File: src/csq_pkg.sv
// Package: widths, operation and status codes, cell command type.
package csq_pkg;

  localparam int ENTRY_W      = 64;
  localparam int FUNC_W       = 3;
  localparam int STATUS_W     = 2;
  localparam int COUNT_W      = 7;
  localparam int CAPACITY_DEF = 64;

  typedef enum logic [FUNC_W-1:0] {
    FN_START   = 3'd0,
    FN_ADVANCE = 3'd1,
    FN_INSERT  = 3'd2,
    FN_ATTACH  = 3'd3,
    FN_REMOVE  = 3'd4,
    FN_QUERY   = 3'd5
  } func_t;

  typedef enum logic [STATUS_W-1:0] {
    STAT_DONE   = 2'd0,
    STAT_FULL   = 2'd1,
    STAT_NOITEM = 2'd2
  } status_t;

  // Broadcast to every cell: open a gap at pos, or close the gap at pos.
  typedef struct packed {
    logic shift_up;
    logic shift_down;
  } cell_cmd_t;

endpackage

File: src/csq_cell.sv
// One storage cell of the entry chain: holds one entry, trades with its neighbors.
module csq_cell #(
  parameter int CW    = 7,
  parameter int INDEX = 0
) (
  input  logic                          clk,
  input  csq_pkg::cell_cmd_t            cmd,
  input  logic [CW-1:0]                 pos,
  input  logic [CW-1:0]                 cursor,
  input  logic [csq_pkg::ENTRY_W-1:0]   value,
  input  logic [csq_pkg::ENTRY_W-1:0]   left,
  input  logic [csq_pkg::ENTRY_W-1:0]   right,
  output logic [csq_pkg::ENTRY_W-1:0]   entry,
  output logic [csq_pkg::ENTRY_W-1:0]   rd
);

  localparam logic [CW-1:0] MY_IDX = CW'(INDEX);

  logic above;
  logic at_pos;

  assign above  = MY_IDX > pos;
  assign at_pos = MY_IDX == pos;

  always_ff @(posedge clk) begin
    if (cmd.shift_up) begin
      if (above) begin
        entry <= left;
      end else if (at_pos) begin
        entry <= value;
      end
    end else if (cmd.shift_down) begin
      if (above || at_pos) begin
        entry <= right;
      end
    end
  end

  // Drive the entry onto the read bus only when the cursor sits here.
  assign rd = (cursor == MY_IDX) ? entry : '0;

endmodule

File: config.mk
export PLATFORM = sky130hd
export DESIGN_NAME = csq_cell
export DESIGN_NICKNAME = d
export VERILOG_FILES = /design/src/csq_pkg.sv /design/src/csq_cell.sv
export SDC_FILE = /design/constraint.sdc
export NUM_CORES = 1
export LEC_CHECK = 0
export ABC_AREA = 0
export ABC_CLOCK_PERIOD_IN_PS = 3450
export BUFFER_PORTS_ARGS = -buffer_cell sky130_fd_sc_hd__buf_4
export CAP_MARGIN = 20
export CORE_AREA = 2 2 132 134
export CTS_BUF_LIST = sky130_fd_sc_hd__clkbuf_16
export CTS_CLUSTER_DIAMETER = 40
export DETAILED_ROUTE_END_ITERATION = 6
export DIE_AREA = 0 0 134 136
export HOLD_SLACK_MARGIN = 0.1
export MAX_ROUTING_LAYER = met4
export PLACE_DENSITY_LB_ADDON = 0.05
export SLEW_MARGIN = 20
export SYNTH_ARGS = -nofsm -noshare
export SYNTH_HDL_FRONTEND = slang
export SYNTH_SLANG_ARGS = --single-unit
File: constraint.sdc
create_clock -name clk -period 3.45 [get_ports clk]
set_clock_uncertainty 0.2 [all_clocks]
set_input_delay 0.69 -clock clk [delete_from_list [all_inputs] [get_ports clk]]
set_output_delay 0.69 -clock clk [all_outputs]
set_load 0.01 [all_outputs]
# Yosys cells after proc, flatten, opt, wreduce, memory -nomap -nowiden
# Index checks and enable logic that the tools add are counted.
[totals]
regBits = 64
latch_bits = 0
ram_bits = 0
mem_bits_ro = 0
out_inout_bits = 128
word_cells = 15
mem_count = 0
[op_classes]
addsub = 0
multipliers = 0
div_mod_pow = 0
magnitude_cmp = 1
n_eq_ne = 1
n_shift = 0
muxes = 6
n_bitwise = 0
reduce_logical = 6
[ops]
columns = ["operator", "count"]
rows = [
  ["$mux 64", 6],
  ["$logic_not 7->1", 2],
  ["$gt 1x7->1 const A", 1],
  ["$reduce_bool 2->1", 2],
  ["$ne 3x1->1 const B", 1],
  ["$reduce_and 3->1", 1],
  ["$logic_or 1x1->1", 1],
]

# Logic depth before layout (Yosys ltp)
[logic_depth]
ltp_word = 5
depth_mapped = 4
ltp_nobuf = 2

# Worst setup path before layout
# OpenSTA, ideal clock, no wires.
[synth_path]
kind = "input -> register"
from = "in cmd[1] (netlist name)"
to = "reg entry[0] (netlist name) (enable)"
t_arrival_ns = 2.467
required_ns = 2.832
slack_ns = 0.364
cell_stages = 3
cell_sequence = "buf_2 buf_2 o211a_1"
[synth_via]
elab_chain_cells = 2
elab_cells_between_ends = 4
[synth_lines]
columns = ["element", "line_no", "text"]
rows = [
  ["start, declared", "csq_cell.sv:7", "input csq_pkg::cell_cmd_t cmd,"],
  ["$ne 3x1->1 (no line) / $reduce_bool 2->1 (equally long branches)", "--", ""],
  ["$reduce_and 3->1 (no line) (*)", "--", ""],
  ["end signal, assigned", "csq_cell.sv:28", "entry <= left;"],
  ["end signal, assigned", "csq_cell.sv:30", "entry <= value;"],
  ["end signal, assigned", "csq_cell.sv:34", "entry <= right;"],
  ["end, declared", "csq_cell.sv:13", "output logic [csq_pkg::ENTRY_W-1:0] entry,"],
]
# Every way passes the cells marked *; elsewhere a longest branch is shown, timed or not.
# A chain may end at the register's enable or synchronous reset.

# Worst setup path in the final report
[layout_path]
from = "in cursor[2]"
to = "out rd[1] (netlist name)"
[layout_via]
elab_chain_cells = 2
[layout_lines]
columns = ["element", "line_no", "text"]
rows = [
  ["start, declared", "csq_cell.sv:9", "input logic [CW-1:0] cursor,"],
  ["$logic_not 7->1", "csq_cell.sv:40", "assign rd = (cursor == MY_IDX) ? entry : '0;"],
  ["$mux 64", "csq_cell.sv:40", ""],
  ["end, declared", "csq_cell.sv:14", "output logic [csq_pkg::ENTRY_W-1:0] rd"],
]
# No other way between the ends.

==> impl_metrics.py <==
metrics = {
    "floorplan": {
        "die_h_um": 136,
        "die-area_um2": 18200,
        "initial_core_util": 0.219,
        "fp.dieW_um": 134,
        "core_area_um2": 16900,
        "rows": 48,
        "pin_count": 337,
    },
    "timing": {
        "setup_tns_ps": 0,
        "maxSlewHeadroom": 0.665,
        "slew_violations": 0,
        "tightest_slew_ps": 502,
        "fmaxAchievable_mhz": 342,
        "rsz0062_at_grt": "false",
        "hold_viol": 0,
        "setup_viol": 0,
        "setup_ws_ps": 523,
        "fin_crit_ps": 2930,
        "fin_crit_sh": 0.849,
    },
    "yosys": {
        "ys_ff_latch": 64,
        "netlist_area_um2": 3690,
        "ys_types": 12,
        "synthDominantCellAreaShare": 0.521,
        "yosys_warnings": 0,
        "synth.yosys.seq_area_share": 0.521,
        "yosysTopAreaCell": "edfxtp_1",
        "ys_top_cells_by_area": "edfxtp_1 52%, mux2_2 20%, nor3_2 16%",
        "syn_inst": 282,
        "syn-num-nets": 491,
        "avgSynthCellArea_um2": 13.1,
    },
    "detailed_routing": {
        "wl_per_cell_um": 15.1,
        "dr.pass1.iters": 3,
        "via_count": 3048,
        "wl_um": 11800,
        "route.detailed.drc": 0,
        "drt_iter0_markers": 76,
        "ant_nets": 0,
        "vias_per_cell": 3.90,
    },
    "critical_path": {
        "crit_fanout": 64,
        "cp_data_arrival_time_ps": 2040,
        "critPathKind": "primary input to output pin",
        "setup.worst_path.start_class": "primary input",
        "crit_path_end_kind": "output pin",
        "worstPathRequired_ps": 2560,
    },
    "global_route": {
        "grt_overflow_total": 0,
        "antenna_found_initial": 0,
        "grt_pass1_vias": 3086,
        "grt_pass1_wl_um": 17300,
        "grt_usage": 0.131,
        "grt_max_degree": 65,
    },
    "finish": {
        "final_cell_area_um2": 6270,
        "final_cell_mix": "276 x buf_4, 66 x inv_1, 64 x mux2_2, 64 x edfxtp_1, 60 x nor3_2",
        "final_common_cell": "buf_4",
        "final_layout_size_suffix_gt1_frac": 0.750,
        "largest_reg_flops": 64,
        "reg_top3": "entry: 64 flops",
        "area_delta_synth_final_pct": 70.0,
        "largest-register": "entry",
        "num-nets-final": 760,
        "num_antenna_cells": 0,
    },
    "placed_design": {
        "finalWeightedCongestion": 0.721,
        "dpl.hpwl_um": 8630,
        "place_area_um2": 5970,
        "port_buffers": 272,
        "pre_cts_slack_ps": 544,
    },
    "clocking": {
        "cts-root-buf": "clkbuf_16",
        "numCtsBuffers": 9,
        "clk_pin_slew_worst_paths_ps": 60,
        "post_cts_buffers": 0,
        "cts_resized": 0,
        "htree_levels": 3,
        "ctsHoldBuffers": 0,
        "cts.path.max_buffers": 2,
        "cts_num_sinks": 64,
        "cts_tree": "done",
    },
    "job": {
        "max_cap_violations": 0,
    },
    "power": {
        "ir_worst_vdd_mv": 0.247,
        "pwr_density_cell_nw_per_um2": 333,
        "cellLeakagePower_nw": 2.77,
    },
    "outcome": {
        "status": "completed",
    },
    "hold_path": {
        "worstHoldPathType": "primary input to flip-flop",
    },
}
report_power, final:
part	switching, W	total (W)	internal, W
sequential	0.00000193	0.000869	0.000867
combinational	0.0000863	0.000256	0.000170
clock	0.000342	0.000962	0.000620
total	0.000430	0.00209	0.00166
routing by layer:
layer	wire length, µm	vias up	track usage
met5	0	-	-
met4	323	0	0.0697
met3	916	18	0.0354
met2	5950	134	0.211
met1	4610	1389	0.149
li1	-	1507	-
through the flow:
stage / hold slack, ps / util / instances / total power (W)
floorplan: 710 / - / 282 / 0.000993
global placement: 793 / 0.354 / 765 / 0.00114
detailed placement: 795 / 0.354 / 765 / 0.00114
CTS: 437 / 0.372 / 781 / 0.00212
global route: 445 / 0.372 / 781 / 0.00216
finish: 455 / 0.372 / 781 / 0.00209
worst paths after layout:
path,cells after the start,slack [ps],end,start
worst max-delay path,5,520,rd[1],cursor[2]
worst min-delay path,2,460,entry[1]$_DFFE_PP_,value[1]
critical path, cell delays in order:
cell	delay, ps
buf_4	110
or4_4	540
buf_12	250
nor3_1	240
buf_4	150
kinds of logic after synthesis:
family | synth area share
AO/OA/AOI/OAI | 0.00271
buffers and inverters | 0.105
flip-flops | 0.521
multiplexers | 0.195
AND/OR/NAND/NOR | 0.176
synthesized netlist by cell type, drive strengths merged:
cell type,instances
buf,19
clkbuf,2
edfxtp,64
inv,64
mux2,64
nor3,65
nor4,1
o211a,1
or3,1
or4,1
final cells by class:
type | instances | area, µm²
clock inverters | 7 | 78.8
clock buffers | 9 | 225
inverters | 64 | 240
well taps | 225 | 282
repair buffers | 279 | 2130
multi-input cells | 133 | 1390
flip-flops and latches | 64 | 1920
fillers | 1690 | 10600
No activity file was read; power rests on OpenSTA's default activity.
